**config.mk**
```make
export PLATFORM = sky130hd
export DESIGN_NAME = gpr_mac
export DESIGN_NICKNAME = d
export VERILOG_FILES = /design/src/rtl/core/gpr_pkg.sv /design/src/rtl/core/gpr_mac.sv
export SDC_FILE = /design/constraint.sdc
export NUM_CORES = 1
export LEC_CHECK = 0
export BUFFER_PORTS_ARGS = -buffer_cell sky130_fd_sc_hd__buf_2
export CORE_MARGIN = 2
export CORE_UTILIZATION = 35
export DETAILED_ROUTE_END_ITERATION = 12
export SKIP_LAST_GASP = 1
export SYNTH_ARGS = -nofsm -noshare
export SYNTH_HDL_FRONTEND = slang
export SYNTH_SLANG_ARGS = --single-unit
export TNS_END_PERCENT = 20
```
**constraint.sdc**
```tcl
create_clock -name vclk -period 11.6
set_clock_uncertainty 0.05 [all_clocks]
set_input_delay 2.32 -clock vclk [all_inputs]
set_output_delay 2.32 -clock vclk [all_outputs]
set_load 0.01 [all_outputs]
```
**src/rtl/core/gpr_pkg.sv**
```systemverilog
// shared types, constants and helpers for the glyph pixel renderer
`default_nettype none

package gpr_pkg;

	// font store geometry
	localparam int FONT_BYTES = 2048;
	localparam int FONT_AW    = $clog2(FONT_BYTES);
	localparam int GLYPH_ROWS = 16;
	localparam int ROW_W      = $clog2(GLYPH_ROWS);

	// field widths
	localparam int ADDR_W  = 32;
	localparam int COORD_W = 16;
	localparam int CODE_W  = 7;
	localparam int COLOR_W = 32;
	localparam int INDEX_W = 11;
	localparam int BPP_W   = 6;
	localparam int LINE_W  = COORD_W + ROW_W;
	localparam int PROD_W  = COORD_W + LINE_W;

	// configuration register indexes
	localparam int CFG_IDX_W = 3;
	localparam logic [CFG_IDX_W-1:0] CFG_BASE   = 3'd0;
	localparam logic [CFG_IDX_W-1:0] CFG_PITCH  = 3'd1;
	localparam logic [CFG_IDX_W-1:0] CFG_BPP    = 3'd2;
	localparam logic [CFG_IDX_W-1:0] CFG_WIDTH  = 3'd3;
	localparam logic [CFG_IDX_W-1:0] CFG_HEIGHT = 3'd4;

	// item kinds
	localparam logic [1:0] OP_LOAD  = 2'd0;
	localparam logic [1:0] OP_PIXEL = 2'd1;
	localparam logic [1:0] OP_DRAW  = 2'd2;

	// operands of the shared multiply-add unit: acc + a * b
	typedef struct packed {
		logic [ADDR_W-1:0]  acc;
		logic [COORD_W-1:0] a;
		logic [LINE_W-1:0]  b;
	} mac_op_t;

	// colour mask for a depth, zero for an unsupported one
	function automatic logic [COLOR_W-1:0] depth_mask(input logic [BPP_W-1:0] bpp);
		logic [COLOR_W-1:0] m;
		case (bpp)
			6'd8:    m = 32'h0000_00ff;
			6'd16:   m = 32'h0000_ffff;
			6'd24:   m = 32'h00ff_ffff;
			6'd32:   m = 32'hffff_ffff;
			default: m = '0;
		endcase
		return m;
	endfunction

endpackage

`default_nettype wire

```
**src/rtl/core/gpr_mac.sv**
```systemverilog
// shared multiply-add unit used for every address step
`default_nettype none

module gpr_mac
	import gpr_pkg::*;
(
	input  wire mac_op_t           op,
	output logic      [ADDR_W-1:0] sum
);

	logic [PROD_W-1:0] prod;

	always_comb begin
		prod = PROD_W'(op.a) * PROD_W'(op.b);
		// addresses wrap at 32 bits
		sum  = op.acc + prod[ADDR_W-1:0];
	end

endmodule

`default_nettype wire

```
==> flow_metrics.tcl, run 1 <==
set metrics [dict create \
    initial_utilization_pct 35.8 \
    slew_headroom_pct 58.0 \
    post_cts.repair.setup_buffers 0 \
    antenna_found_initial 0 \
    cp-end-kind "primary output" \
    port_buffers 100 \
    cts_resized 0 \
    die_area_sq_um 32800 \
    cp_slowest_cell "fa_1" \
    cap_violations 0 \
    area_delta_synth_final_pct 7.48 \
    pin_count 100 \
    crit_type "input pin to primary output" \
    num_rows 64 \
    synth.cell_area_sq_um 11000 \
    overflow 0 \
    crit_family "adder cells" \
    fin_nets 1793 \
    period_share_pct 93.5 \
    setup_viol 0 \
    arrival_ns 8.47 \
    drtIter0Drc 412 \
    gp_congestion 0.858 \
    ys_types 51 \
    synth_area_per_cell_sq_um 8.39 \
    core-area_sq_um 30700 \
    antenna_left 0 \
    yosysSeqAreaShare_pct 0 \
    max_stage_delay_ns 0.56 \
    die_w_um 181 \
    finalHoldViolCount 0 \
    grt_pass1_vias 9095 \
    seq_cells 0 \
    yosys.area.top_type_share_pct 50.3 \
    critPathBufInv 6 \
    synth_fp_nets 1740 \
    die_h_um 181 \
    synth.area.top_cells "fa_1 50%, inv_1 13%, ha_1 9.8%, and2_1 7.7%, nand2_1 6.8%" \
    status "finished clean" \
    fin_crit_ns 10.84 \
    yosys_warnings 0 \
    drc 0 \
    grt_pass1_wl_um 47000 \
    wl_per_cell_um 16.2 \
    crit_top_cell "fa_1" \
    cp_max_fo 20 \
    clock_buffers 0 \
    drt_pass1_iterations 5 \
    antenna_cells 0 \
    holdCritPathClass "input pin to primary output" \
    dpl.hpwl_um 23600 \
    cp-start-kind "input pin" \
    required_ns 9.23 \
    tightest_slew_ns 0.625 \
    worstPathCellList "buf_2, and2_1, fa_1, inv_1, fa_1, fa_1, fa_1, inv_1, fa_1, inv_1, fa_1, inv_1, ha_1, a21oi_1, o21ai_1, a221oi_2, a21oi_2, a221oi_2, nor2_1, o311a_1, buf_2" \
    nFillCells 3231 \
    yosys.area.top_type "fa_1" \
    routed_via_density 4.85 \
    regArea_sq_um 0 \
    num_vias 8525 \
    finalMaxSlewViolations 0 \
    rsz0062_at_grt "no" \
    drive_gt1_share_pct 8.23 \
    finalSetupTns_ns 0 \
    fmax_mhz 92.2 \
    grt_max_degree 21 \
    postCtsHoldBufs 0 \
    syn_inst 1310 \
    grt_usage_pct 17.9 \
    wirelength_um 28500 \
]
routing by layer:
layer	share of wire [%]	track usage (%)
met2	50	31.7
met3	4.4	0.927
met1	45	25.0
met4	1.1	1.82
met5	0	0
layout make-up:
class	count	area, sq um	area share [%]
Inverter	393	1480	12.5
Multi-Input combinational cell	865	9320	78.9
Tap cell	396	495	4.19
Timing Repair Buffer	103	523	4.43
cell usage after synthesis, types with 3 or more instances:
cell / n
a211oi_1: 6
a21o_1: 7
a21oi_1: 23
a31oi_1: 3
and2_1: 136
and3_1: 3
clkbuf_1: 51
fa_1: 276
ha_1: 86
inv_1: 393
nand2_1: 198
nand3_1: 7
nand4_1: 3
nor2_1: 20
nor3_1: 5
o211ai_1: 4
o21a_1: 5
o21ai_0: 14
o21bai_1: 4
o31a_1: 3
o31ai_1: 5
xnor2_1: 18
xor2_1: 6
path summary, 6_finish.rpt:
kind,end,slack [ns],cells after the start,start
max,sum[26],0.76,21,op[25]
min,sum[0],4.90,3,op[36]
through the flow:
stage	instances	hold slack (ns)	setup WS [ns]	area [sq um]	util, %
floorplan	1310	4.74	1.59	11000	-
global placement	1757	4.91	0.679	11800	38.4
detailed placement	1757	4.90	0.626	11800	38.4
CTS	1757	4.90	0.611	11800	38.4
global route	1757	4.92	0.370	11800	38.4
finish	1757	4.90	0.759	11800	38.4
kinds of logic (layout without fill, tap and decap cells):
group           Yosys count  in the layout  share of synthesized area (%)
compound gates           90             90                           5.55
xor+xnor                 24             24                           1.91
fa+ha+maj               362            362                           60.0
buf+inv                 445            496                           15.2
mux                       1              1                          0.102
simple gates            388            388                           17.2
placed cells by master, fill, tap and decap left out, types with 3 or more instances in the layout:
cell type | netlist | routed
xor2_1 | 6 | 6
nand2_1 | 198 | 198
nor2_1 | 20 | 20
and2_1 | 136 | 136
o21bai_1 | 4 | 4
o21a_1 | 5 | 5
o31a_1 | 3 | 3
nand3_1 | 7 | 7
xnor2_1 | 18 | 18
a31oi_1 | 3 | 3
buf_4 | 0 | 3
a21o_1 | 7 | 7
o21ai_0 | 14 | 14
o31ai_1 | 5 | 5
and3_1 | 3 | 3
o211ai_1 | 4 | 4
inv_1 | 393 | 393
ha_1 | 86 | 86
fa_1 | 276 | 276
a21oi_1 | 23 | 23
nor3_1 | 5 | 5
a211oi_1 | 6 | 6
buf_2 | 1 | 100
nand4_1 | 3 | 3
worst min-delay path, stage by stage:
cell	delay, ns
buf_2	0.08
ha_1	0.11
buf_2	0.12
Power of run 1 is not shown: default switching activity piles up to over one toggle a cycle in this logic, so the estimate is an artifact.
==> run 2, diff against run 1 <==
--- a/config.mk
+++ b/config.mk
@@ -9,6 +9,7 @@
 export CORE_MARGIN = 2
 export CORE_UTILIZATION = 35
 export DETAILED_ROUTE_END_ITERATION = 12
+export MAX_ROUTING_LAYER = met4
 export SKIP_LAST_GASP = 1
 export SYNTH_ARGS = -nofsm -noshare
 export SYNTH_HDL_FRONTEND = slang
==> constraint.sdc (replaced) <==
create_clock -name vclk -period 9.1
set_clock_uncertainty 0.05 [all_clocks]
set_input_delay 1.82 -clock vclk [all_inputs]
set_output_delay 1.82 -clock vclk [all_outputs]
set_load 0.01 [all_outputs]
==> run 2 against run 1 <==
Against the previous run:
- the flow now finishes with violations (negative setup slack)
- sequential share of layout area did not move
- critical path type unchanged
- first-iteration DRC count fell by 7.3%
- critical path depth rose by 2
- clock-buffer cell count did not move
- global-route usage rose by 0.68 points
- design area rose by 14%
- sequential cell count did not move
- cell count rose by 8.4%
- die area did not move
- via count rose by 4.0%
- non-clock buffer count rose by 145
- highest routed layer unchanged
- core utilization rose by 5.3 points
==> flow_metrics.tcl, run 2 (same netlist as run 1, synthesis figures left out) <==
set metrics [dict create \
    status "finished with violations" \
    violations "negative setup slack" \
    antenna_found_initial 2 \
    grt_usage_pct 18.6 \
    crit_top_cell "fa_1" \
    setup_viol 10 \
    grt_pass1_vias 9163 \
    drtIter0Drc 382 \
    finalMaxSlewViolations 0 \
    cp-start-kind "input pin" \
    startpoint "op[30]" \
    wirelength_um 29300 \
    drive_gt1_share_pct 20.9 \
    clock_buffers 0 \
    nFillCells 3114 \
    num_rows 64 \
    dpl.hpwl_um 26200 \
    antenna_left 0 \
    die_h_um 181 \
    max_stage_delay_ns 0.53 \
    worstPathCellList "buf_2, and2_4, fa_1, inv_1, fa_1, inv_2, fa_1, fa_1, fa_1, inv_1, fa_1, inv_2, ha_4, and4_4, nand3_2, nand3b_1, buf_6, a211oi_4, o211ai_1, buf_4, a211o_1, nand3_1, buf_2" \
    num_vias 8865 \
    area_delta_synth_final_pct 22.2 \
    grt_pass1_wl_um 47100 \
    required_ns 7.23 \
    die_w_um 181 \
    pin_count 100 \
    drt_pass1_iterations 4 \
    arrival_ns 7.44 \
    cap_violations 0 \
    critPathCapture "sum[28]" \
    port_buffers 100 \
    fin_crit_ns 9.31 \
    slew_headroom_pct 66.6 \
    initial_utilization_pct 35.8 \
    layout_common_cells "379 x inv_1, 267 x fa_1, 196 x nand2_1" \
    fmax_mhz 107 \
    worst-path-stages 23 \
    regArea_sq_um 0 \
    rsz0062_at_grt "yes" \
    holdCritPathClass "input pin to primary output" \
    period_share_pct 102 \
    final_area_sq_um 13400 \
    gp_congestion 0.865 \
    routed_via_density 4.66 \
    fin_nets 1938 \
    final_common_cell "inv_1" \
    setup_slack_ns -0.212 \
    die_area_sq_um 32800 \
    crit_family "adder cells" \
    wl_per_cell_um 15.4 \
    drc 0 \
    critPathBufInv 8 \
    grt_max_degree 16 \
    overflow 0 \
    finalHoldViolCount 0 \
    crit_type "input pin to primary output" \
    core-area_sq_um 30700 \
    cp-end-kind "primary output" \
    tightest_slew_ns 0.496 \
    final_util_pct 43.7 \
    cp_slowest_cell "fa_1" \
    place_area_sq_um 12900 \
    whs_ns 3.91 \
    seq_cells 0 \
    cp_max_fo 5 \
]
run 2: cell count changes in the layout (fill, tap and decap cells not counted), sizes merged:
| cell | change |
|---|---|
| clkbuf | +4 |
| buf | +141 |
| diode | +2 |
run 2: layout make-up:
cell class / count / area (sq um) / share of cell area [%]
multi-input cells: 865 / 9620 / 71.6
repair buffers: 248 / 1840 / 13.7
well taps: 396 / 495 / 3.69
inverters: 393 / 1480 / 11.0
diodes: 2 / 5.00 / 0.0372
run 2: worst min path at each step:
stage / startpoint / to / slack, ns / cells past startpoint
after global routing: op[36] / sum[0] / 3.93 / 3
after detailed placement: op[36] / sum[0] / 3.91 / 3
after global placement: op[36] / sum[0] / 3.91 / 3
final: op[36] / sum[0] / 3.91 / 3
after floorplan: op[36] / sum[0] / 3.74 / 1
after CTS: op[36] / sum[0] / 3.91 / 3
run 2: tightest hold or removal path, stage by stage:
cell and delay [ns]:
buf_2 0.08, ha_1 0.12, buf_2 0.12
run 2: through the flow:
step	TNS [ns]	setup slack (ns)	cells
2_1_floorplan	0	0.0864	1310
3_3_place_gp	-4.88	-0.607	1893
3_5_place_dp	-5.44	-0.635	1893
4_1_cts	-1.93	-0.252	1896
5_1_grt	-3.36	-0.358	1904
6_report	-1.25	-0.212	1904
run 2: what timing repair did:
item	CTS	global route
hold buffers	0	0
buffers inserted	5	6
gates resized for setup	63	56
endpoints found under the setup margin	14	15
pin swaps	34	39
run 2: per-layer routing:
| metal | track usage (%) | vias to the layer above | part of all wire, % |
|---|---|---|---|
| li1 | - | 4149 | - |
| met1 | 25.2 | 4514 | 45 |
| met2 | 32.6 | 195 | 51 |
| met3 | 0.645 | 7 | 3.5 |
| met4 | 0.878 | 0 | 0.36 |
| met5 | - | - | 0 |
Power of run 2 is left out for the same reason.
==> run 3, diff against run 2 <==
--- a/config.mk
+++ b/config.mk
@@ -7,9 +7,10 @@
 export LEC_CHECK = 0
 export BUFFER_PORTS_ARGS = -buffer_cell sky130_fd_sc_hd__buf_2
 export CORE_MARGIN = 2
-export CORE_UTILIZATION = 35
+export CORE_UTILIZATION = 58
 export DETAILED_ROUTE_END_ITERATION = 12
 export MAX_ROUTING_LAYER = met4
+export PLACE_DENSITY = 0.81
 export SKIP_LAST_GASP = 1
 export SYNTH_ARGS = -nofsm -noshare
 export SYNTH_HDL_FRONTEND = slang
==> run 3 against run 2 <==
Against the previous run:
- the run still ends with negative setup slack left
- maximum frequency is 0.26% higher
- setup slack improved by 0.024 ns
- core utilization rose by 26 points
- sequential share of layout area unchanged
- die area decreased by 39%
- global-route usage increased by 11 points
- wire length down 4.5%
- largest cell class unchanged
==> flow_metrics.tcl, run 3 (same netlist as run 1, synthesis figures left out) <==
set metrics [dict create \
    rsz0062_at_grt "yes" \
    core-area_sq_um 18600 \
    initial_utilization_pct 59.0 \
    crit_type "input pin to primary output" \
    fin_crit_ns 9.29 \
    status "finished with violations" \
    finalHoldViolCount 0 \
    gp_congestion 0.952 \
    finalSetupTns_ns -1.06 \
    fin_nets 1918 \
    tightest_slew_ns 0.599 \
    seq_cells 0 \
    drtIter0Drc 406 \
    cap_violations 0 \
    overflow 0 \
    cp-end-kind "primary output" \
    slew_headroom_pct 59.8 \
    violations "negative setup slack" \
    regArea_sq_um 0 \
    finalMaxSlewViolations 0 \
    critPathCapture "sum[24]" \
    die_w_um 142 \
    dpl.hpwl_um 23900 \
    grt_max_degree 21 \
    antenna_left 0 \
    die_area_sq_um 20100 \
    antenna_found_initial 0 \
    layout_common_cells "387 x inv_1, 268 x fa_1, 195 x nand2_1" \
    clock_buffers 0 \
    area_delta_synth_final_pct 18.3 \
    grt_pass1_wl_um 45900 \
    pin_count 100 \
    holdCritPathClass "input pin to primary output" \
    antenna_cells 0 \
    routed_via_density 5.28 \
    die_h_um 142 \
    final_util_pct 69.8 \
    place_ws_ns -0.586 \
    period_share_pct 102 \
    setup_viol 9 \
    drc 0 \
    setup_slack_ns -0.189 \
    fmax_mhz 108 \
    postCtsHoldBufs 0 \
    arrival_ns 7.42 \
    final_common_cell "inv_1" \
    wl_per_cell_um 16.3 \
    port_buffers 100 \
    drive_gt1_share_pct 19.2 \
    startpoint "op[31]" \
    num_vias 9076 \
    wirelength_um 28000 \
    num_rows 50 \
    grt_pass1_vias 9869 \
    cp_max_fo 5 \
    drt_pass1_iterations 5 \
    required_ns 7.23 \
    cp-start-kind "input pin" \
    grt_usage_pct 29.6 \
]
-- run 3: cell count changes in the layout (fill, tap and decap cells not counted), moves of 2 or more --
| cell | before | now |
|---|---|---|
| buf_8 | 5 | 2 |
| inv_2 | 14 | 6 |
| diode_2 | 2 | 0 |
| a21oi_4 | 3 | 0 |
| buf_2 | 81 | 73 |
| buf_6 | 18 | 27 |
| buf_12 | 5 | 1 |
| buf_4 | 135 | 125 |
| a21oi_2 | 2 | 6 |
| clkbuf_4 | 3 | 0 |
| inv_1 | 379 | 387 |
-- run 3: metal layers --
metal	GRT usage, %	routed length, um	part of all wire [%]
met5	-	0	0
met4	8.68	955	3.4
met3	2.56	1630	5.8
met2	53.5	14700	53
met1	35.6	10700	38
-- run 3: how the worst min path moves through the flow --
stage | startpoint | depth (start not counted) | slack [ns] | endpoint
finish | op[36] | 3 | 3.91 | sum[0]
global route | op[36] | 3 | 3.93 | sum[0]
CTS | op[36] | 3 | 3.90 | sum[0]
detailed placement | op[36] | 3 | 3.90 | sum[0]
global placement | op[36] | 3 | 3.90 | sum[0]
floorplan | op[36] | 1 | 3.74 | sum[0]
-- run 3: final cells by class --
cell class                      count  area, sq um
Tap cell                          234          293
Inverter                          393         1480
Fill cell                        1423         5640
Multi-Input combinational cell    865         9580
Timing Repair Buffer              228         1660
-- run 3: repair_timing --
action | CTS | global route
endpoints found under the setup margin | 14 | 16
buffers inserted | 2 | 8
pin swaps | 17 | 48
resized for setup | 64 | 54
-- run 3: critical path, stage by stage --
cell      delay (ns)
buf_6           0.11
and2_4          0.16
fa_1            0.54
inv_2           0.04
fa_1            0.50
inv_2           0.05
fa_1            0.54
fa_1            0.45
fa_1            0.54
inv_2           0.04
fa_1            0.52
inv_2           0.05
ha_4            0.28
and4_4          0.25
nand3_4         0.09
nand3b_1        0.29
a21oi_2         0.21
buf_6           0.13
a221oi_4        0.07
or4b_1          0.52
nand3_1         0.10
buf_2           0.13
-- run 3: metrics by stage --
| stage | area, sq um | cells | hold WS, ns |
|---|---|---|---|
| 4_1_cts | 12800 | 1712 | 3.90 |
| 5_1_grt | 13000 | 1720 | 3.93 |
| 3_5_place_dp | 12500 | 1711 | 3.90 |
| 2_1_floorplan | 11000 | 1310 | 3.74 |
| 6_report | 13000 | 1720 | 3.91 |
| 3_3_place_gp | 12500 | 1711 | 3.90 |
Power of run 3 is left out for the same reason.
